[config.mk]
export PLATFORM = sky130hd
export DESIGN_NAME = shortest_seek_first_scheduler
export DESIGN_NICKNAME = d
export VERILOG_FILES = /design/src/rtl/sstf_pkg.sv /design/src/rtl/shortest_seek_first_scheduler.sv /design/src/rtl/sstf_store.sv /design/src/rtl/sstf_dist_unit.sv
export SDC_FILE = /design/constraint.sdc
export NUM_CORES = 2
export LEC_CHECK = 0
export ABC_CLOCK_PERIOD_IN_PS = 14700
export BUFFER_PORTS_ARGS = -buffer_cell sky130_fd_sc_hd__buf_2
export CORE_AREA = 3 3 365 367
export DETAILED_ROUTE_END_ITERATION = 12
export DIE_AREA = 0 0 368 370
export GPL_ROUTABILITY_DRIVEN = 0
export MAX_ROUTING_LAYER = met4
export SYNTH_ARGS = -nofsm -noshare
export SYNTH_HDL_FRONTEND = slang
export SYNTH_HIERARCHICAL = 1
export SYNTH_SLANG_ARGS = --single-unit
[constraint.sdc]
create_clock -name clk -period 14.7 [get_ports clk]
set_input_delay 0.735 -clock clk [delete_from_list [all_inputs] [get_ports clk]]
set_output_delay 0.735 -clock clk [all_outputs]
set_load 0.01 [all_outputs]
[src/rtl/sstf_pkg.sv]
// sstf_pkg: shared types and constants for the shortest-seek-first scheduler
// no dependencies; imported by every module of the block
`default_nettype none

package sstf_pkg;

  localparam int QUEUE_DEPTH_DEF = 64;
  localparam int CYL_W           = 16;
  localparam int SUM_W           = 22;

  localparam logic MODE_LOAD = 1'b0;
  localparam logic MODE_RUN  = 1'b1;

  typedef struct packed {
    logic             mode;
    logic [CYL_W-1:0] cylinder;
  } in_item_t;

  typedef struct packed {
    logic [CYL_W-1:0] target;
    logic [CYL_W-1:0] seek_distance;
    logic [SUM_W-1:0] total_seek;
    logic             is_last;
    logic             queue_empty;
  } out_item_t;

  // result of the shared distance/compare unit
  typedef struct packed {
    logic [CYL_W-1:0] seek_d;
    logic             take;
  } cmp_t;

  typedef enum logic [2:0] {
    ST_IDLE,
    ST_SCAN,
    ST_DRAIN,
    ST_EMIT,
    ST_EMPTY
  } state_t;

endpackage : sstf_pkg

`default_nettype wire

[src/rtl/shortest_seek_first_scheduler.sv]
// shortest_seek_first_scheduler: a load item gives no result.
// run with n pending entries: each result needs a scan of the table through the
// single memory read port and the shared compare unit, then the drain and emit
// states; an empty run result becomes valid in the same cycle that the input is
// free again. output stalls hold the emit and empty states.
// rst_n (synchronous, active low) clears the fsm, table count, served marks and
// output valid; table contents stay undefined until written.
`default_nettype none

module shortest_seek_first_scheduler
  import sstf_pkg::*;
#(
  parameter int QUEUE_DEPTH = QUEUE_DEPTH_DEF
) (
  input  wire logic      clk,
  input  wire logic      rst_n,
  input  wire logic      in_valid,
  output logic           in_stall,
  input  wire in_item_t  in_item,
  output logic           out_valid,
  input  wire logic      out_stall,
  output out_item_t      out_item
);

  localparam int IDX_W = $clog2(QUEUE_DEPTH);
  localparam int CNT_W = $clog2(QUEUE_DEPTH + 1);

  state_t                   state_r, state_nxt;
  logic [CNT_W-1:0]         count_r, count_nxt;
  logic [CNT_W-1:0]         k_r, k_nxt;
  logic [IDX_W-1:0]         j_r, j_nxt;
  logic [QUEUE_DEPTH-1:0]   served_r, served_nxt;
  logic [CYL_W-1:0]         head_r, head_nxt;
  logic [SUM_W-1:0]         sum_r, sum_nxt;
  logic [IDX_W-1:0]         best_idx_r, best_idx_nxt;
  logic [CYL_W-1:0]         best_d_r, best_d_nxt;
  logic [CYL_W-1:0]         best_cyl_r, best_cyl_nxt;
  logic                     found_r, found_nxt;
  logic                     rd_vld_r, rd_vld_nxt;
  logic [IDX_W-1:0]         rd_idx_r, rd_idx_nxt;
  logic                     out_valid_r, out_valid_nxt;
  out_item_t                out_item_r, out_item_nxt;

  logic                     in_fire;
  logic                     slot_free;
  logic                     last_svc;
  logic                     scan_end;
  logic [IDX_W-1:0]         last_idx;
  logic                     mem_we;
  logic [CYL_W-1:0]         rd_data;
  cmp_t                     cmp;

  assign in_stall  = (state_r != ST_IDLE);
  assign in_fire   = in_valid && !in_stall;
  assign slot_free = !out_valid_r || !out_stall;
  assign last_idx  = IDX_W'(count_r - 1'b1);
  assign scan_end  = (j_r == last_idx);
  assign last_svc  = (CNT_W'(k_r + 1'b1) == count_r);
  assign mem_we    = in_fire && (in_item.mode == MODE_LOAD) &&
                     (count_r != CNT_W'(QUEUE_DEPTH));

  assign out_valid = out_valid_r;
  assign out_item  = out_item_r;

  sstf_store #(
    .QUEUE_DEPTH(QUEUE_DEPTH)
  ) u_store (
    .clk   (clk),
    .we    (mem_we),
    .waddr (count_r[IDX_W-1:0]),
    .wdata (in_item.cylinder),
    .raddr (j_r),
    .rdata (rd_data)
  );

  sstf_dist_unit u_dist (
    .cand   (rd_data),
    .head   (head_r),
    .best_d (best_d_r),
    .found  (found_r),
    .cmp    (cmp)
  );

  // next state
  always_comb begin
    state_nxt = state_r;
    unique case (state_r)
      ST_IDLE: begin
        if (in_fire && (in_item.mode == MODE_RUN)) begin
          state_nxt = (count_r == '0) ? ST_EMPTY : ST_SCAN;
        end
      end
      ST_SCAN: begin
        if (scan_end) begin
          state_nxt = ST_DRAIN;
        end
      end
      ST_DRAIN: begin
        state_nxt = ST_EMIT;
      end
      ST_EMIT: begin
        if (slot_free) begin
          state_nxt = last_svc ? ST_IDLE : ST_SCAN;
        end
      end
      ST_EMPTY: begin
        if (slot_free) begin
          state_nxt = ST_IDLE;
        end
      end
      default: state_nxt = ST_IDLE;
    endcase
  end

  // datapath and outputs
  always_comb begin
    count_nxt     = count_r;
    k_nxt         = k_r;
    j_nxt         = j_r;
    served_nxt    = served_r;
    head_nxt      = head_r;
    sum_nxt       = sum_r;
    best_idx_nxt  = best_idx_r;
    best_d_nxt    = best_d_r;
    best_cyl_nxt  = best_cyl_r;
    found_nxt     = found_r;
    rd_vld_nxt    = 1'b0;
    rd_idx_nxt    = j_r;
    out_valid_nxt = out_valid_r && out_stall;
    out_item_nxt  = out_item_r;

    // compare the entry read last cycle against the best so far
    if (rd_vld_r && !served_r[rd_idx_r] && cmp.take) begin
      best_idx_nxt = rd_idx_r;
      best_d_nxt   = cmp.seek_d;
      best_cyl_nxt = rd_data;
      found_nxt    = 1'b1;
    end

    unique case (state_r)
      ST_IDLE: begin
        if (mem_we) begin
          count_nxt = CNT_W'(count_r + 1'b1);
        end
        if (in_fire && (in_item.mode == MODE_RUN)) begin
          head_nxt  = in_item.cylinder;
          sum_nxt   = '0;
          k_nxt     = '0;
          j_nxt     = '0;
          found_nxt = 1'b0;
        end
      end
      ST_SCAN: begin
        rd_vld_nxt = 1'b1;
        rd_idx_nxt = j_r;
        if (!scan_end) begin
          j_nxt = IDX_W'(j_r + 1'b1);
        end
      end
      ST_DRAIN: begin
      end
      ST_EMIT: begin
        if (slot_free) begin
          served_nxt[best_idx_r] = 1'b1;
          head_nxt      = best_cyl_r;
          sum_nxt       = sum_r + SUM_W'(best_d_r);
          k_nxt         = CNT_W'(k_r + 1'b1);
          j_nxt         = '0;
          found_nxt     = 1'b0;
          out_valid_nxt = 1'b1;
          out_item_nxt.target        = best_cyl_r;
          out_item_nxt.seek_distance = best_d_r;
          out_item_nxt.total_seek    = sum_r + SUM_W'(best_d_r);
          out_item_nxt.is_last       = last_svc;
          out_item_nxt.queue_empty   = 1'b0;
          if (last_svc) begin
            count_nxt  = '0;
            served_nxt = '0;
          end
        end
      end
      ST_EMPTY: begin
        if (slot_free) begin
          out_valid_nxt = 1'b1;
          out_item_nxt  = '0;
          out_item_nxt.queue_empty = 1'b1;
        end
      end
      default: begin
      end
    endcase
  end

  always_ff @(posedge clk) begin
    if (!rst_n) begin
      state_r     <= ST_IDLE;
      count_r     <= '0;
      served_r    <= '0;
      rd_vld_r    <= 1'b0;
      out_valid_r <= 1'b0;
    end else begin
      state_r     <= state_nxt;
      count_r     <= count_nxt;
      served_r    <= served_nxt;
      rd_vld_r    <= rd_vld_nxt;
      out_valid_r <= out_valid_nxt;
    end
  end

  always_ff @(posedge clk) begin
    k_r        <= k_nxt;
    j_r        <= j_nxt;
    head_r     <= head_nxt;
    sum_r      <= sum_nxt;
    best_idx_r <= best_idx_nxt;
    best_d_r   <= best_d_nxt;
    best_cyl_r <= best_cyl_nxt;
    found_r    <= found_nxt;
    rd_idx_r   <= rd_idx_nxt;
    out_item_r <= out_item_nxt;
  end

endmodule : shortest_seek_first_scheduler

`default_nettype wire

[src/rtl/sstf_store.sv]
// sstf_store: request table, one write port and one registered read port
// depends on sstf_pkg for the cylinder width
`default_nettype none

module sstf_store
  import sstf_pkg::*;
#(
  parameter int QUEUE_DEPTH = QUEUE_DEPTH_DEF,
  localparam int IDX_W = $clog2(QUEUE_DEPTH)
) (
  input  wire logic             clk,
  input  wire logic             we,
  input  wire logic [IDX_W-1:0] waddr,
  input  wire logic [CYL_W-1:0] wdata,
  input  wire logic [IDX_W-1:0] raddr,
  output logic      [CYL_W-1:0] rdata
);

  logic [CYL_W-1:0] mem [QUEUE_DEPTH];

  always_ff @(posedge clk) begin
    if (we) begin
      mem[waddr] <= wdata;
    end
  end

  always_ff @(posedge clk) begin
    rdata <= mem[raddr];
  end

endmodule : sstf_store

`default_nettype wire

[src/rtl/sstf_dist_unit.sv]
// sstf_dist_unit: shared absolute-distance and nearest-so-far compare
// depends on sstf_pkg for cmp_t
`default_nettype none

module sstf_dist_unit
  import sstf_pkg::*;
(
  input  wire logic [CYL_W-1:0] cand,
  input  wire logic [CYL_W-1:0] head,
  input  wire logic [CYL_W-1:0] best_d,
  input  wire logic             found,
  output cmp_t                  cmp
);

  logic [CYL_W-1:0] seek_d;

  always_comb begin
    seek_d     = (cand >= head) ? (cand - head) : (head - cand);
    cmp.seek_d = seek_d;
    // strict less keeps the lowest slot on a tie
    cmp.take   = !found || (seek_d < best_d);
  end

endmodule : sstf_dist_unit

`default_nettype wire

======== Word level (Yosys, flattened, before mapping) ========
Memory sizes are Yosys's and may differ from the RTL's. A register that Yosys moved wholly into a read port is not among the register bits.
Cells that the tools add are included.
W data, S select, Z words.
storage, ports and cells
  register bits ........................... 228
  bits in latches ......................... 0
  memory bits (writable) .................. 1024
  ROM bits ................................ 0
  input port bits ......................... 21
  output and inout port bits .............. 58
  word-level logic and storage cells ...... 118
  memories ................................ 1
operators by class
  add/subtract/negate cells ............... 7
  multipliers ............................. 0
  divide/modulo/power cells ............... 0
  order comparisons ....................... 5
  equal/unequal tests ..................... 14
  shifts and indexed selects .............. 0
  muxes and demuxes ....................... 42
  bitwise logic cells ..................... 2
  reduce and logical (&&, ||, !) cells .... 28
memories
  name         depth  bits a word  rd ports  clocked after memory_dff  write ports  RTL line          text
  u_store.mem  64     16           1         1                         1            sstf_store.sv:19  logic [CYL_W-1:0] mem [QUEUE_DEPTH];
operator list
  operator               number
  $mux W56               2
  $pmux W56 S2           1
  $mux W64               1
  $or A64 B64 Y64        1
  $mux W16               3
  $mux W22               2
  $pmux W22 S2           1
  $mux W7                5
  $pmux W16 S2           1
  $sub A16 B16 Y16       2
  $pmux W7 S2            2
  $add A22 B16 Y22       1
  $mux W6                3
  $pmux W6 S3            1
  $ge A16 B16 Y1         1
  $lt A16 B16 Y1         1
  $mux W3                5
  $pmux W3 S5            1
  $add A7 B1 Y7 const B  2
  $lt A6 B7 Y1 const B   2
  $ne A2 B2 Y1 const B   7
  $reduce_and A4 Y1      3
  $mux W1                11
  $logic_and A1 B1 Y1    8
  22 further kinds       31

======== Logic depth before layout (Yosys ltp) ========
  depth in word-level cells ............... 8
  depth in mapped cells ................... 19

======== By module ========
Netlist, hierarchy kept.
by module, submodules not included
  module                         instances  cells an instance  area an instance (um2)
  sstf_store                     1          1829               40042.2
  shortest_seek_first_scheduler  1          843                9826.9
  sstf_dist_unit                 1          284                2055.7

======== Worst setup path after synthesis ========
Ideal clock, no wire load.
  kind .................................... register -> register
  start point ............................. register u_store.rdata[0] (read register of u_store.mem)
  end point ............................... register best_cyl_r[0] (enable)
  library setup time ...................... 433 ps
  arrival ................................. 5130 ps
  data required time ...................... 14267 ps
  setup slack ............................. 9137 ps
  stages on the path, launching flop included .. 20
  path buffers ............................ 1
  period minus slack after synthesis ...... 5563 ps
  cells stage by stage .................... dfxtp_1 inv_1 ha_1 inv_1 fa_1 a211oi_4 o21ai_2 a22oi_4 and2_4 buf_6 mux2_1 ha_1 a21boi_1 o21a_1 o21ai_1 a21oi_1 or4_1 a22oi_1 nand3_1 nor2_1
RTL lines
  item                    RTL line                              text
  start: declaration      sstf_store.sv:16                      output logic [CYL_W-1:0] rdata
  end signal: assignment  shortest_seek_first_scheduler.sv:217  best_cyl_r <= best_cyl_nxt;
  end: declaration        shortest_seek_first_scheduler.sv:37   logic [CYL_W-1:0] best_cyl_r, best_cyl_nxt;

==> impl_summary.txt <==
----------------------------------------------------
[Route]
  Drt drc ... 0
  DR vias/cell ... 5.49
  DRC violation total after the first TritonRoute iteration ... 2753
  Number of nets with antenna violations after routing ... 0
  Wire length per cell ... 24.6 µm
  First drt pass iteration count ... 6
  Via count ... 27239
  Routed wire length ... 122 mm

[Critical path]
  Critical Path AT ... 5520 ps
  Kind of end point of the critical path ... flop
  Stage delay of the slowest cell on the critical path ... 500 ps
  CP required ... 15090 ps
  Standard cell with the maximum stage delay on the critical path ... nor2_4
  Biggest fanout along the worst timing path ... 20
  Worst setup path class ... flop to flop
  Cell chain of the critical path ... inv_1 > ha_1 > inv_1 > fa_1 > a211oi_4 > o21ai_2 > a22oi_4 > and2_4 > mux2_1 > ha_1 > a21boi_1 > o21a_1 > o21ai_1 > a21oi_1 > or4_1 > a22oi_1 > nand3_1 > nor2_4 > buf_4
  Critical path launch point type ... flop

[Power and ir drop]
  Pwr/cell area ... 194 nW/µm²
  Clock network fraction of total power ... 27.7%
  Combinational share of power ... 33.4%
  Worst VDD drop ... 0.132 mV
  Total Power ... 11.4 mW
  Switching Share ... 33.0%
  Switching component of the power ... 3.75 mW
  Share of power burned in registers ... 38.9%
  Cell internal power dissipation ... 7.61 mW
  Static Leak ... 19.3 nW

[Logic synthesis]
  Most used flip-flop cell after synthesis ... edfxtp_1
  Proportion of synthesized chip area in sequential cells ... 71.4%
  Leading post-synthesis cells by instance count ... 1169 x edfxtp_1, 236 x mux4_2, 206 x nor2_1, 151 x nand2_1, 134 x a21oi_1
  Net count after synthesis ... 3047
  Most area-hungry cell type in the Yosys netlist ... edfxtp_1
  Average instance area after synthesis ... 17.6 µm²
  Synth top area share ... 67.6%
  Most frequently used cell type in the post-synthesis netlist ... edfxtp_1
  Most area-consuming cells after synthesis ... edfxtp_1 68%, mux4_2 10%, dfxtp_1 3.8%
  Count of warnings emitted by yosys ... 6
  Distinct cell type count of the synthesized netlist ... 86
  Number of flops mapped to enable cells by yosys ... 1169
  Area of the mapped netlist ... 51900 µm²
  Post-Synthesis Cells ... 2956
  Number of synthesized register bits ... 1268
  Async set-reset flop share out of synthesis ... 0%

[Floorplan]
  Site Rows ... 132
  X dimension of the die ... 368 µm
  Effective utilization at floorplan ... 40.0%
  Top-level I/O count ... 79
  Core area ... 130000 µm²
  Y dimension of the die ... 370 µm
  Overall die area ... 136000 µm²

[Clock network]
  Quantity of gates resized following cts ... 0
  Clock sink total ... 1268
  TritonCTS clock tree ... done
  Root cell of the clock tree ... clkbuf_16
  Clk slew on worst S/H paths ... 60 ps
  Clock latency of the later-clocked register in the worst-skew pair ... 740 ps
  Number of buffers inserted during clock tree synthesis ... 131
  Number of buffers on the longest clock path ... 3
  Post-CTS Setup Inserts ... 0
  Max H-tree Level ... 4
  Post-CTS Hold Fix Bufs ... 0

[STA]
  Total negative setup slack ... 0 ps
  Max-slew headroom ... 16.9%
  Setup violation total in the final timing report ... 0
  Time the worst path needs with I/O delays and setup ... 5130 ps
  Max-slew violation total from the final report ... 0
  Worst clock skew ... 29.9 ps
  RSZ-0062 raised after global routing ... false
  Maximum frequency from static timing analysis ... 195 MHz
  Setup ws final ... 9570 ps
  Worst-Margin Slew ... 1240 ps
  Hold Violations, Final ... 0
  Fraction of the cycle the final worst path needs ... 34.9%

[Global routing]
  Pin count of the biggest net entering global routing ... 113
  Antenna violations before repair ... 3
  First-pass GRT wire length ... 181 mm
  Global-route usage over all layers ... 18.5%
  GR Overflow Total ... 0
  Number of global-route vias before repair ... 27061

[Cells and area]
  Growth of design area from synthesis to finish ... 12.6%
  Nets ... 3207
  Filler cells ... 11236
  Share of cells above drive strength 1 ... 20.4%

[Status]
  Outcome ... finished, final reports clean

[Run]
  Max-cap violations ... 0

[Placed design]
  Total half-perimeter wirelength after legalization and detailed placement ... 72.3 mm
  Worst setup slack before clock tree synthesis ... 9520 ps
  Number of port buffers ... 78

[Hold path]
  Class of the most critical hold timing path ... primary input to flop

----------------------------------------------------
## area by class of cell
class	instances	area (µm²)	area share [%]
repair buffers	186	1250	2.14
flip-flops and latches	1268	37100	63.4
inverters	65	244	0.417
clock buffers	172	3600	6.16
clock inverters	63	449	0.768
diodes	1	2.50	0.00428
well taps	1742	2180	3.73
multi-input cells	1464	13700	23.4
## sequential cells by signal, summed over array words and instances (netlist names)
| name | count |
|---|---|
| rd_vld_r | 1 |
| out_valid | 1 |
| u_store/rdata | 16 |
| head_r | 16 |
| sum_r | 22 |
| count_r | 7 |
| found_r | 1 |
| out_item | 56 |
| best_cyl_r | 16 |
| served_r | 64 |
| rd_idx_r | 6 |
| u_store/mem | 1024 |
| best_idx_r | 6 |
| j_r | 6 |
| state_r | 3 |
| k_r | 7 |
| best_d_r | 16 |
## critical path, delay by kind of cell (launching register included)
family	cells	cell delay, ps
flops	1	320
fa+ha+maj	3	880
mux	1	350
simple gates	4	1340
buf+inv	3	520
compound gates	8	1400
## path summary, 6_finish.rpt
check                                       start              to  slack (ps)  depth (start not counted)
worst min register to register  u_store/rdata[15]  best_cyl_r[15]         460                          0
worst max-delay path             u_store/rdata[0]   best_idx_r[1]        9570                         19
worst max register to register   u_store/rdata[0]   best_idx_r[1]        9570                         19
worst min-delay path                        rst_n      count_r[1]         350                          3
## layer usage
layer	up-vias	GRT usage [%]	wire length, µm
li1	12031	-	-
met1	14099	25.6	53700
met2	916	27.9	56900
met3	193	3.31	8100
met4	0	5.72	3360
met5	-	-	0
## power by group through the flow
stage / Combinational [mW] / Sequential (mW) / Clock [mW]
6_report: 3.79 / 4.42 / 3.15
5_1_grt: 4.10 / 4.45 / 3.37
4_1_cts: 3.81 / 4.43 / 3.22
3_5_place_dp: 3.80 / 4.50 / 0
3_3_place_gp: 3.79 / 4.50 / 0
2_1_floorplan: 2.76 / 4.48 / 0
## layout by cell type, fill, tap and decap left out, drive strengths merged, types with 12 or more instances in the layout
cell,count
a221oi,19
xnor2,31
nand3,43
mux2i,108
a22oi,42
ha,67
nor2,209
clkbuf,172
dfxtp,99
clkinv,53
xor2,20
a31oi,15
a21o,17
edfxtp,1169
a21oi,136
nor3,17
buf,186
nand4,24
o21ai,32
and3,18
mux2,28
and2,45
nor2b,35
a211oi,12
nand2,153
inv,66
mux4,240
## cells by family (layout without fill, tap and decap cells)
family | after synthesis | count (layout) | synth area share, %
buffers and inverters | 224 | 486 | 2.41
xor gates and xnor gates | 54 | 54 | 0.993
and+or+nand+nor | 599 | 599 | 5.52
muxes | 376 | 376 | 13.1
AOI/OAI and AO/OA | 365 | 365 | 4.80
DFF | 1268 | 1268 | 71.4
adders and majority gates | 70 | 70 | 1.73
other | 0 | 1 | 0
## per-stage QoR
| stage | hold slack [ps] | utilization, % | cell area, µm² | std cells |
|---|---|---|---|---|
| after global placement | 420 | 41.9 | 54400 | 4725 |
| after global routing | 333 | 45.0 | 58500 | 4961 |
| after CTS | 289 | 45.0 | 58500 | 4960 |
| after floorplan | 403 | - | 51900 | 2956 |
| final | 352 | 45.0 | 58500 | 4961 |
| after detailed placement | 436 | 41.9 | 54400 | 4725 |
(Power assumes the default switching activity.)
